`config.mk`:
```
export PLATFORM = sky130hd
export DESIGN_NAME = ssd_sqrt_cell
export DESIGN_NICKNAME = d
export VERILOG_FILES = /design/src/sphere_signed_distance_macros.svh /design/src/ssd_pkg.sv /design/src/ssd_sqrt_cell.sv
export SDC_FILE = /design/constraint.sdc
export NUM_CORES = 1
export LEC_CHECK = 0
export ABC_AREA = 0
export BUFFER_PORTS_ARGS = -buffer_cell sky130_fd_sc_hd__buf_2
export CORE_AREA = 2 2 337 339
export DETAILED_ROUTE_END_ITERATION = 6
export DIE_AREA = 0 0 339 341
export GPL_ROUTABILITY_DRIVEN = 1
export PLACE_DENSITY_LB_ADDON = 0.12
export REMOVE_ABC_BUFFERS = 1
export SLEW_MARGIN = 10
export SYNTH_ARGS = -nofsm -noshare
export SYNTH_HDL_FRONTEND = slang
export SYNTH_SLANG_ARGS = --single-unit
```
`constraint.sdc`:
```
create_clock -name clk -period 2.1 [get_ports clk]
set_input_delay 0.21 -clock clk [delete_from_list [all_inputs] [get_ports clk]]
set_output_delay 0.21 -clock clk [all_outputs]
set_load 0.03 [all_outputs]
```
`src/sphere_signed_distance_macros.svh`:
```
// Assertion macros shared by the sphere signed distance RTL.
// Both macros expect a clock named clk and an active-low reset named rst_n.
`ifndef SPHERE_SIGNED_DISTANCE_MACROS_SVH
`define SPHERE_SIGNED_DISTANCE_MACROS_SVH

// Plain property, checked at every rising clock edge outside reset.
`define SSD_ASSERT(label, prop, msg) \
    label: assert property (@(posedge clk) disable iff (!rst_n) (prop)) else $error(msg);

// Same-cycle implication.
`define SSD_ASSERT_IMPL(label, ante, cons, msg) \
    label: assert property (@(posedge clk) disable iff (!rst_n) (ante) |-> (cons)) \
        else $error(msg);

`endif

```
`src/ssd_pkg.sv`:
```
// Package for the sphere signed distance block: widths, register indexes and
// the payload types handed from cell to cell. No dependencies.
`timescale 1ns / 1ps

package ssd_pkg;

    // Number of active axes (2 or 3); the z lanes are forced to zero below 3.
    localparam int DIMS = 3;
    localparam int NAX = 3;

    localparam int SQ_STEPS = 34;   // root bits of a 66-bit sum of squares
    localparam int DIV_STEPS = 32;  // quotient bits of each divider lane
    localparam int NLANE = 2 * NAX; // normal lanes first, then surface lanes

    localparam int ADDR_W = 4;

    typedef logic [1:0] ssd_reg_idx_t;
    localparam ssd_reg_idx_t REG_RADIUS   = 2'd0;
    localparam ssd_reg_idx_t REG_CENTER_X = 2'd1;
    localparam ssd_reg_idx_t REG_CENTER_Y = 2'd2;
    localparam ssd_reg_idx_t REG_CENTER_Z = 2'd3;

    // Payload of one square root cell.
    typedef struct packed {
        logic [67:0]          rad;    // radicand, next pair of bits on top
        logic [36:0]          rem;
        logic [33:0]          root;
        logic [NAX-1:0][31:0] mag;
        logic [NAX-1:0][62:0] prod;   // |d| * radius
        logic [NAX-1:0]       neg;
        logic                 center;
    } ssd_sq_t;

    // Payload of one divider cell.
    typedef struct packed {
        logic [33:0]            root;
        logic [NLANE-1:0][31:0] num;  // low numerator bits, next bit on top
        logic [NLANE-1:0][33:0] rem;
        logic [NLANE-1:0][31:0] quo;
        logic [NAX-1:0]         neg;
        logic                   center;
    } ssd_dv_t;

endpackage

```
`src/ssd_sqrt_cell.sv`:
```
// One cell of the square root chain: resolves one root bit per transaction.
// Depends on ssd_pkg.
`timescale 1ns / 1ps

module ssd_sqrt_cell
    import ssd_pkg::*;
(
    input  logic    clk,
    input  logic    rst_n,
    input  logic    en,
    input  logic    in_valid,
    input  ssd_sq_t in_data,
    output logic    out_valid,
    output ssd_sq_t out_data
);

    logic    valid_reg;
    ssd_sq_t data_reg;
    ssd_sq_t data_next;
    logic [36:0] rem_sh;
    logic [36:0] trial;
    logic        ge;

    always_comb
    begin
        rem_sh = {in_data.rem[34:0], in_data.rad[67:66]};
        trial = {1'b0, in_data.root, 2'b01};
        ge = (rem_sh >= trial);
        data_next = in_data;
        data_next.rad = {in_data.rad[65:0], 2'b00};
        data_next.rem = ge ? (rem_sh - trial) : rem_sh;
        data_next.root = {in_data.root[32:0], ge};
    end

    always_ff @(posedge clk or negedge rst_n)
    begin
        if (!rst_n)
        begin
            valid_reg <= 1'b0;
        end
        else if (en)
        begin
            valid_reg <= in_valid;
        end
    end

    always_ff @(posedge clk)
    begin
        if (en)
        begin
            data_reg <= data_next;
        end
    end

    assign out_valid = valid_reg;
    assign out_data = data_reg;

endmodule

```
; Word level (Yosys, flattened, before mapping)
; Cells that the tools add are included.
[word_totals]
out_inout_bits = 429
inputBits = 432
ff_bits = 427
wordCells = 15
[op_classes]
mux = 1
add_sub_neg = 1
order_cmp = 1
[ops]
columns = op, n
row1 = 37-bit by 36-bit greater-or-equal comparator with 1-bit output, 1
row2 = 37-bit 2-to-1 mux, 1
row3 = 37-bit by 36-bit subtractor with 37-bit output, 1

; Longest topological paths before layout
[depth]
ltp_word = 2
mapped_depth = 13
depth_no_buf = 11

; Worst setup path after synthesis
; Ideal clock, no wire load.
[synth_path]
kind = input to register
startpoint = input in_data[290] (netlist bit)
endpoint = register data_reg, in the netlist out_data[355], data pin
stages = 11
setup_time_ns = 0.260
setup_slack_ns = -0.873
arrival_time_ns = 2.713
n_path_buf = 1
required_time_ns = 1.840
cell_sequence = inv_1 ha_1 o211ai_1 o21ai_2 a31oi_1 o31a_1 o21ai_2 a31oi_1 o41ai_4 buf_6 mux2_2
[synth_lines]
columns = element, line_no
row1 = start: declaration, ssd_sqrt_cell.sv:12  ; input ssd_sq_t in_data,
row2 = end signal: assignment, ssd_sqrt_cell.sv:51  ; data_reg <= data_next;
row3 = end: declaration, ssd_sqrt_cell.sv:18  ; ssd_sq_t data_reg;

==> impl_metrics.ini <==
[floorplanning]
die_w_microns = 339
die-area_sq_um = 116000
dieHeight_microns = 341
initial_core_util_pct = 13.7
std_cell_rows = 123
io-pin-count = 861
core-area_sq_um = 112000

[clocking]
clkTransAtPathRegs_ns = 0.06
cts_buffer_depth = 3
cts_tree = done
htreeDepth = 2
cts_made_buffers = 55
worst_skew_pair.late_latency_ns = 0.65
cts-root-buf = clkbuf_16
cts_sinks = 427

[synth]
synth_edf_count = 426
avgSynthCellArea_sq_um = 18.8
ys_seq_elements = 427
ys.flop_type = edfxtp_1
seq_area_frac_synth_pct = 83.7
syn_inst = 816
synth.cell_area_sq_um = 15300
yosysWarnings = 0
yosys.cell_types.count = 48
synth-async-reset-ratio_pct = 0.234

[routing]
route.detailed.drc = 0
routedWlPerCell_microns = 19.3
wl_microns = 74100
vias = 13142
ant_nets = 0
avgViaCountPerCell = 3.41
drtPass1Iterations = 6
drt_iter0_drc = 540

[sta]
rsz0062_at_grt = yes
fmax_mhz = 447
tns_ns = -2.71
finalSetupViolCount = 37
finClkSkew_ns = 0
finalWorstSetupSlack_ns = -0.136
period_minus_slack_ns = 2.24
post-route-period-util_pct = 106
finalHoldViolations = 0
slew_violations = 0

[placed_design]
place_inst = 3305
pre_cts_ws_ns = -1.07
place.gp.congestion = 0.809
portBuffers = 856
hpwlAfterDp_microns = 57500

[cells_and_area]
syn_to_final_growth_pct = 92.9
final_nets = 2767
drive_above_1_share_pct = 50.6
final_cells = 3849

[grt]
antenna_found_initial = 20
grt_max_degree = 73
grt_pass1_wl_microns = 102000
first_global_vias = 14208
gr-usage-all-layers_pct = 12.3
grt-ovfl-total = 0

[min_path]
hp-start = in_data[338]
hp-class = in2reg

[critical_path]
cp.arrival_ns = 2.62
slowest_delay_ns = 0.34
worst-path-max-fanout = 4
start_kind = primary input
worstSetupEndpointType = flip-flop
crit_start = in_data[291]
crit_path_top_delay_cell = o31a_1
crit_top_cell = buf_12
crit_chain = buf_8 > inv_4 > ha_4 > o211ai_1 > o21ai_2 > a31oi_2 > o31a_1 > o21ai_4 > a31oi_4 > o41ai_4 > buf_12 > buf_12 > mux2_4
required_ns = 2.48
criticalPathCategory = in2reg
regToRegStartpoint = out_valid

[pwr]
vdd_drop_max_v = 0.000607
p_per_area_nw_per_um2 = 879
leakagePower_nw = 12.4

[run]
cap_violations = 0

[outcome]
violations = negative setup slack
outcome = finished with violations
critical path: cells and delay by family:
| family | cells | cell delay (ns) |
|---|---|---|
| compound gates | 7 | 1.44 |
| buf+inv | 4 | 0.40 |
| mux | 1 | 0.29 |
| fa+ha+maj | 1 | 0.26 |
synthesized netlist by cell type (3+ instances only):
cell type  count  share of area, %
a21o_1        22               1.1
nand2_1       28              0.69
mux2_2        10              0.74
ha_1          36               2.9
nand2b_1       5              0.20
a21oi_1       58               1.9
nor2_1        46               1.1
nor3_1         4              0.13
nor2b_1        6              0.25
xnor2_1       17              0.97
edfxtp_1     426                84
o21ai_0       18              0.59
nand4_1        8              0.33
clkbuf_1      10              0.25
nand3_1        5              0.16
buf_2          5              0.16
inv_1         38              0.93
a211oi_1       3              0.15
o211ai_1       6              0.29
a31oi_1        9              0.37
and3_1         4              0.16
xor2_1        19               1.1
final cells by class:
| cell class | instances | area [sq um] |
|---|---|---|
| antenna | 4 | 10.0 |
| clock buffer | 64 | 1430 |
| clock inverter | 39 | 512 |
| fill | 11899 | 82400 |
| inverter | 38 | 145 |
| multi-input combinational | 334 | 2740 |
| sequential | 427 | 12800 |
| tap | 1500 | 1880 |
| timing repair buffer | 1443 | 9990 |
kinds of logic after synthesis:
kind of cell / share of synthesized area, %
XOR/XNOR: 2.06
other: 0.0245
adder cells (fa/ha/maj): 2.94
AND/OR/NAND/NOR: 3.32
flip-flops: 83.7
AO/OA/AOI/OAI: 5.70
buffers and inverters: 1.51
multiplexers: 0.735
final timing paths:
kind / endpoint / slack (ns) / cells after the start
worst max register to register: out_valid / 1.36 / 1
worst max-delay path: out_data[334] / -0.14 / 13
min in group asynchronous: out_valid / 0.40 / 3
worst min register to register: out_valid / 0.51 / 1
max in group asynchronous: out_valid / 1.60 / 3
worst min-delay path: out_data[340] / 0.05 / 4
cell usage in the layout, fill, tap and decap left out, drive strengths merged, types with 8 or more instances in the layout:
| cell | synthesis | routed |
|---|---|---|
| a21o | 22 | 22 |
| a21oi | 58 | 58 |
| a31oi | 9 | 9 |
| buf | 8 | 1016 |
| bufinv | 0 | 11 |
| clkbuf | 10 | 66 |
| clkinv | 0 | 22 |
| dlygate4sd3 | 0 | 425 |
| edfxtp | 426 | 426 |
| ha | 36 | 36 |
| inv | 38 | 39 |
| mux2 | 10 | 10 |
| nand2 | 28 | 28 |
| nand4 | 8 | 8 |
| nor2 | 46 | 46 |
| o21ai | 22 | 22 |
| xnor2 | 17 | 17 |
| xor2 | 19 | 19 |
routing by layer:
metal  vias to the layer above  GRT usage [%]  part of all wire [%]
met5                         -              0                  0.21
met4                        24           3.89                   2.8
met3                       107           4.07                   7.6
met2                       481           22.5                    52
met1                      6399           13.2                    37
li1                       6131              -                     -
per-stage QoR:
step           total power [mW]  hold slack [ns]  cell area [sq um]  util, %
2_1_floorplan              12.8          -0.0856              15200        -
3_3_place_gp               15.0          -0.0145              22600     20.2
3_5_place_dp               15.0          -0.0142              22600     20.2
4_1_cts                    26.4          0.00566              29200     26.1
5_1_grt                    27.1           0.0259              29500     26.4
6_report                   25.9           0.0461              29500     26.4
registers in the layout, indices dropped and copies added (netlist names):
register   cells
out_data     426
out_valid      1
power breakdown:
| group | total (mW) | leakage [nW] | switching (mW) | internal [mW] |
|---|---|---|---|---|
| Clock | 10.2 | 0.931 | 4.00 | 6.24 |
| Combinational | 5.27 | 7.31 | 3.18 | 2.09 |
| Sequential | 10.4 | 4.18 | 0.204 | 10.2 |
timing repair:
| item | CTS | global route |
|---|---|---|
| hold endpoints to repair | 437 | 0 |
| resized for setup | 78 | 47 |
| pin swaps | 19 | 6 |
| buffers inserted | 11 | 1 |
| endpoints found under the setup margin | 38 | 38 |
| hold buffers | 425 | 0 |
| cloned | 0 | 2 |
No activity file was read; power rests on OpenSTA's default activity.
