==> config.mk <==
export PLATFORM = sky130hd
export DESIGN_NAME = ssd_div_cell
export DESIGN_NICKNAME = d
export VERILOG_FILES = /design/src/sphere_signed_distance_macros.svh /design/src/ssd_pkg.sv /design/src/ssd_div_cell.sv
export SDC_FILE = /design/constraint.sdc
export NUM_CORES = 1
export LEC_CHECK = 0
export BUFFER_PORTS_ARGS = -buffer_cell sky130_fd_sc_hd__buf_2
export CORE_AREA = 2 2 485 487
export DETAILED_ROUTE_END_ITERATION = 8
export DIE_AREA = 0 0 487 489
export HOLD_SLACK_MARGIN = 0.05
export SLEW_MARGIN = 10
export SYNTH_ARGS = -nofsm -noshare
export SYNTH_HDL_FRONTEND = slang
export SYNTH_SLANG_ARGS = --single-unit
==> constraint.sdc <==
create_clock -name clk -period 2.1 [get_ports clk]
set_input_delay 0 -clock clk [delete_from_list [all_inputs] [get_ports clk]]
set_output_delay 0 -clock clk [all_outputs]
set_load 0.005 [all_outputs]
==> src/sphere_signed_distance_macros.svh <==
// Assertion macros shared by the sphere signed distance RTL.
// Both macros expect a clock named clk and an active-low reset named rst_n.
`ifndef SPHERE_SIGNED_DISTANCE_MACROS_SVH
`define SPHERE_SIGNED_DISTANCE_MACROS_SVH

// Plain property, checked at every rising clock edge outside reset.
`define SSD_ASSERT(label, prop, msg) \
    label: assert property (@(posedge clk) disable iff (!rst_n) (prop)) else $error(msg);

// Same-cycle implication.
`define SSD_ASSERT_IMPL(label, ante, cons, msg) \
    label: assert property (@(posedge clk) disable iff (!rst_n) (ante) |-> (cons)) \
        else $error(msg);

`endif

==> src/ssd_pkg.sv <==
// Package for the sphere signed distance block: widths, register indexes and
// the payload types handed from cell to cell. No dependencies.
`timescale 1ns / 1ps

package ssd_pkg;

    // Number of active axes (2 or 3); the z lanes are forced to zero below 3.
    localparam int DIMS = 3;
    localparam int NAX = 3;

    localparam int SQ_STEPS = 34;   // root bits of a 66-bit sum of squares
    localparam int DIV_STEPS = 32;  // quotient bits of each divider lane
    localparam int NLANE = 2 * NAX; // normal lanes first, then surface lanes

    localparam int ADDR_W = 4;

    typedef logic [1:0] ssd_reg_idx_t;
    localparam ssd_reg_idx_t REG_RADIUS   = 2'd0;
    localparam ssd_reg_idx_t REG_CENTER_X = 2'd1;
    localparam ssd_reg_idx_t REG_CENTER_Y = 2'd2;
    localparam ssd_reg_idx_t REG_CENTER_Z = 2'd3;

    // Payload of one square root cell.
    typedef struct packed {
        logic [67:0]          rad;    // radicand, next pair of bits on top
        logic [36:0]          rem;
        logic [33:0]          root;
        logic [NAX-1:0][31:0] mag;
        logic [NAX-1:0][62:0] prod;   // |d| * radius
        logic [NAX-1:0]       neg;
        logic                 center;
    } ssd_sq_t;

    // Payload of one divider cell.
    typedef struct packed {
        logic [33:0]            root;
        logic [NLANE-1:0][31:0] num;  // low numerator bits, next bit on top
        logic [NLANE-1:0][33:0] rem;
        logic [NLANE-1:0][31:0] quo;
        logic [NAX-1:0]         neg;
        logic                   center;
    } ssd_dv_t;

endpackage

==> src/ssd_div_cell.sv <==
// One cell of the divider chain: one quotient bit for each of the six lanes.
// Depends on ssd_pkg.
`timescale 1ns / 1ps

module ssd_div_cell
    import ssd_pkg::*;
(
    input  logic    clk,
    input  logic    rst_n,
    input  logic    en,
    input  logic    in_valid,
    input  ssd_dv_t in_data,
    output logic    out_valid,
    output ssd_dv_t out_data
);

    logic    valid_reg;
    ssd_dv_t data_reg;
    ssd_dv_t data_next;
    logic [NLANE-1:0][34:0] rem_sh;
    logic [NLANE-1:0][34:0] diff;
    logic [NLANE-1:0]       ge;

    always_comb
    begin
        data_next = in_data;
        for (int k = 0; k < NLANE; k++)
        begin
            rem_sh[k] = {in_data.rem[k], in_data.num[k][31]};
            diff[k] = rem_sh[k] - {1'b0, in_data.root};
            ge[k] = (rem_sh[k] >= {1'b0, in_data.root});
            data_next.rem[k] = ge[k] ? diff[k][33:0] : rem_sh[k][33:0];
            data_next.num[k] = {in_data.num[k][30:0], 1'b0};
            data_next.quo[k] = {in_data.quo[k][30:0], ge[k]};
        end
    end

    always_ff @(posedge clk or negedge rst_n)
    begin
        if (!rst_n)
        begin
            valid_reg <= 1'b0;
        end
        else if (en)
        begin
            valid_reg <= in_valid;
        end
    end

    always_ff @(posedge clk)
    begin
        if (en)
        begin
            data_reg <= data_next;
        end
    end

    assign out_valid = valid_reg;
    assign out_data = data_reg;

endmodule

# --- Word-level counts from Yosys, hierarchy flattened ---
# Index checks and enable logic that the tools add are counted.
op_classes:
  div: 0
  muxes: 6
  n_reduce_logical: 0
  shift: 0
  n_bitwise: 0
  add_sub_neg: 6
  magnitude_cmp: 6
  n_mul: 0
  n_eq_ne: 0
ops:
  columns: ["operator", "n"]
  rows:
  - ["35-bit by 34-bit greater-or-equal comparator with 1-bit output", 6]
  - ["34-bit two-way mux", 6]
  - ["34-bit subtractor", 6]
totals:
  latchBits: 0
  output_inout_bits: 627
  n_memories: 0
  reg_bits: 621
  input_bits: 630
  ram_bits: 0
  elab_cells: 40
  romBits: 0

# --- Logic depth before layout (Yosys ltp) ---
depth:
  depth_word: 2
  ltp_mapped: 14
  mapped_depth_nobuf: 13

# --- Least setup slack after synthesis ---
# Ideal clock, no wire load.
synth_path:
  kind: "input -> register"
  start: "in in_data[593] (netlist bit)"
  end: "reg data_reg (netlist bit out_data[303]), data pin"
  path_slack_ns: -0.867
  setup_time_ns: 0.260
  arrival_ns: 2.707
  path_stages: 12
  path_cell_list: "inv_1 ha_1 nor2b_1 o31a_2 o311ai_1 a2111oi_2 o21a_1 a21oi_1 o41a_1 buf_4 buf_6 mux2_4"
synth_rtl:
  columns: ["element", "line_no", "source"]
  rows:
  - ["from (decl)", "ssd_div_cell.sv:12", "input ssd_dv_t in_data,"]
  - ["to (signal assigned)", "ssd_div_cell.sv:54", "data_reg <= data_next;"]
  - ["to (decl)", "ssd_div_cell.sv:18", "ssd_dv_t data_reg;"]

==> key figures <==
Critical path
  – CP Capture Point: out_data[397]
  – CP Launch Point: in_data[374]
  – Crit. End Element: register
  – Startpoint types: primary input
  – Worst endpoint required time: ~2500 ps
  – Crit path max fanout: 8
  – Worst r2r src: out_valid
  – Worst-case reg-to-reg path depth: 2
  – CP Data Arrival Time: between 2000 and 3000 ps
  – Worst Setup Path Type: primary input to register
  – R2R setup slack: between 700 and 800 ps
  – Crit Reg-Reg Endpoint: out_valid

Synth
  – Compound-Gate Fraction of Synth Area: 0.144
  – Adder-cell share of the synthesized area: 0.0831
  – Number of synthesized flops with an enable pin: slightly above 600
  – Multiplexer share of the synthesized area: 0.0344
  – Synth Area per Inst: between 10 and 15 µm²
  – Post-synthesis cell area: around 0.032 mm²
  – Yosys cell types: between 90 and 100
  – Simple-gate share of the synthesized area: 0.0853
  – Synth Flop Type: edfxtp_1
  – Seq/Total Area, Yosys: 0.580
  – Synth warn: 0
  – Largest family of logic cells by synthesized area: compound AO/OA/AOI/OAI gates
  – Synthesized flop and latch total: 621
  – Post-Syn Instances: roughly 2600
  – Synth Area in XOR/XNOR: 0.0488
  – FFs w/ async S/R, synth: 0.00161

Placed design
  – Port Buffers: approximately 1200
  – Dpl hpwl: between 200000 and 250000 µm
  – Placed Area: 0.0492 mm²
  – Placed Instances: between 7000 and 8000
  – GPL Wtd Cong: approximately 0.95
  – Pre-CTS WS: -1390 ps

GRT
  – Vias in the first global route: ~37000
  – Largest net degree at the start of global routing: between 60 and 70
  – Total gr overflow: 0
  – Global-route wire length before repair: approximately 330000 µm
  – Gr usage total: 0.211
  – Initial antenna violation count: approximately 130

STA
  – Final setup viols: between 200 and 250
  – Hold violation count in the final report: 20
  – Fin. max-slew vios: 0
  – Final min period: ~2500 ps
  – Worst Tran Pin Value: 625 ps
  – Fmax achieved: slightly above 400 MHz
  – Tcrit/Tclk final: 1.17
  – RSZ-0062 raised after global routing: yes
  – Worst setup margin: -350 ps
  – Slew Limit Headroom: 0.583
  – Hold WS: -411 ps
  – Skew final: 0 ps

Layout
  – Final nets: between 6000 and 7000
  – Fin area: approximately 0.067 mm²
  – Commonest non-fill, non-tap cell in the layout: buf_2
  – Fillers: ~24000
  – Final std cells w/o fill: 9031
  – Layout cells sized above 1: 0.488
  – Most frequent cells in the layout: buf_2, dlygate4sd3_1, buf_4
  – Synth-to-Final Area Change: 107%

Detailed routing
  – Drt pass-1 iters: 5
  – 1st-iter DRT viols: about 2600
  – Final wirelength: about 270000 µm
  – Vias post-DR: roughly 37000
  – DRC viols: 0
  – DR WL/cell: ~29 µm
  – Vias per cell: 4.13
  – Post-route ant nets: 0

Floorplanning
  – Die Area: 0.238 mm²
  – Row count: around 180
  – # IOs: 1257
  – Initial core utilization: 0.138
  – Die H: between 400 and 500 µm
  – DIE WIDTH: roughly 500 µm
  – Core box area: ~0.23 mm²

Pwr
  – Leakage power: ~28 nW
  – Peak supply drop: about 0.66 mV
  – Total power: approximately 45 mW
  – P per Cell Area: approximately 700 mW/mm²

Clock tree
  – CTS tree: built
  – Worst skew pair latency: 730 ps
  – CTS root buf: clkbuf_16
  – Number of CTS-inserted buffers: just over 80
  – CTS max path bufs: 3
  – Reg clk slew, reported paths: around 60 ps
  – Sinks on Clock Net: between 600 and 700
  – CTS H-tree lvls: 3

Status
  – Failing checks: hold timing, setup timing
  – Outcome: finished with violations

Hold path
  – Worst hold path type: primary input to register

Run
  – Max-Cap Viols: 0
## logic make-up after synthesis
family,Yosys count
multiplexers,81
AND/OR/NAND/NOR,586
other,1
flip-flops,621
AO/OA/AOI/OAI,726
adder cells (fa/ha/maj),210
XOR/XNOR,179
buffers and inverters,178
## critical path, cell delays in order
cell	delay (ps)
buf_2	100
dlygate4sd3_1	620
ha_4	310
and3_4	180
o211a_1	140
o21a_1	150
o211a_1	220
o211ai_1	140
o21ai_2	240
a31oi_4	150
buf_6	150
clkbuf_16	150
buf_8	130
nand2_2	120
o41ai_4	90
## where the power goes
part | internal (mW) | switching [mW] | total, mW
Sequential | 15.3 | 0.855 | 16.2
Combinational | 7.34 | 7.38 | 14.7
Clock | 7.94 | 6.57 | 14.5
Total | 30.6 | 14.8 | 45.4
## routing by layer
| layer | GRT usage | wire, µm | up-vias |
|---|---|---|---|
| met2 | 0.350 | 126000 | 1960 |
| met1 | 0.224 | 95000 | 18265 |
| met4 | 0.175 | 25800 | 48 |
| li1 | - | - | 16405 |
| met3 | 0.0540 | 18900 | 610 |
| met5 | 0.00926 | 327 | - |
## registers in the layout, indices dropped and copies added, names as in the netlist
name / count
out_data: 620
out_valid: 1
## per-stage QoR
step                      TNS [ps]   util
final                       -42380  0.285
after global routing        -50500  0.285
after CTS                   -24450  0.275
after detailed placement   -236850  0.211
after global placement     -231900  0.211
after floorplan            -111490      -
## how the worst min path moves through the flow
| stage | endpoint | slack (ps) | cells past startpoint | start |
|---|---|---|---|---|
| 6_report | out_data[332] | -410 | 3 | in_data[559] |
| 5_1_grt | out_data[267] | -460 | 2 | in_data[266] |
| 4_1_cts | out_data[196] | -500 | 3 | in_data[431] |
| 3_5_place_dp | out_valid | -180 | 1 | rst_n |
| 3_3_place_gp | out_valid | -180 | 1 | rst_n |
| 2_1_floorplan | out_valid | -300 | 0 | rst_n |
## synth_stat cells (8+ instances only)
library cell / n / share of area
inv_1: 97 / 0.011
o21bai_1: 36 / 0.0084
o21a_1: 23 / 0.0054
nand2_1: 249 / 0.029
mux2_2: 17 / 0.0060
clkbuf_1: 53 / 0.0062
ha_1: 204 / 0.079
a211oi_1: 17 / 0.0040
nor4_1: 11 / 0.0021
nand4_1: 31 / 0.0060
a21oi_1: 196 / 0.031
o31ai_1: 12 / 0.0028
edfxtp_1: 620 / 0.58
xor2_1: 75 / 0.020
nand3_1: 50 / 0.0078
xnor2_1: 104 / 0.028
o21ai_0: 206 / 0.032
or2_2: 9 / 0.0018
nor2b_1: 23 / 0.0045
nor3_1: 20 / 0.0031
a21o_1: 88 / 0.021
mux2_4: 53 / 0.025
a221o_1: 10 / 0.0031
and3_1: 28 / 0.0054
nand2b_1: 23 / 0.0045
buf_2: 9 / 0.0014
nor2_1: 103 / 0.012
a31o_2: 8 / 0.0022
and2_1: 13 / 0.0025
a31oi_1: 34 / 0.0066
## layout make-up
class	instances	area, µm²	share of cell area
Inverter	99	442	0.00663
Timing Repair Buffer	3226	25300	0.379
Multi-Input combinational cell	1789	15500	0.233
Clock buffer	94	2100	0.0315
Sequential cell	621	18600	0.280
Tap cell	3060	3830	0.0575
Clock inverter	58	576	0.00865
Antenna cell	84	210	0.00316
## repair_timing
| action | 4_1_cts | 5_1_grt |
|---|---|---|
| gates resized for setup | 382 | 305 |
| hold buffers | 963 | 62 |
| buffers inserted | 85 | 55 |
| pin swaps | 143 | 189 |
| setup endpoints to repair | 210 | 210 |
| hold endpoints to repair | 981 | 84 |
| gates cloned | 12 | 9 |
No activity file was read; power rests on OpenSTA's default activity.
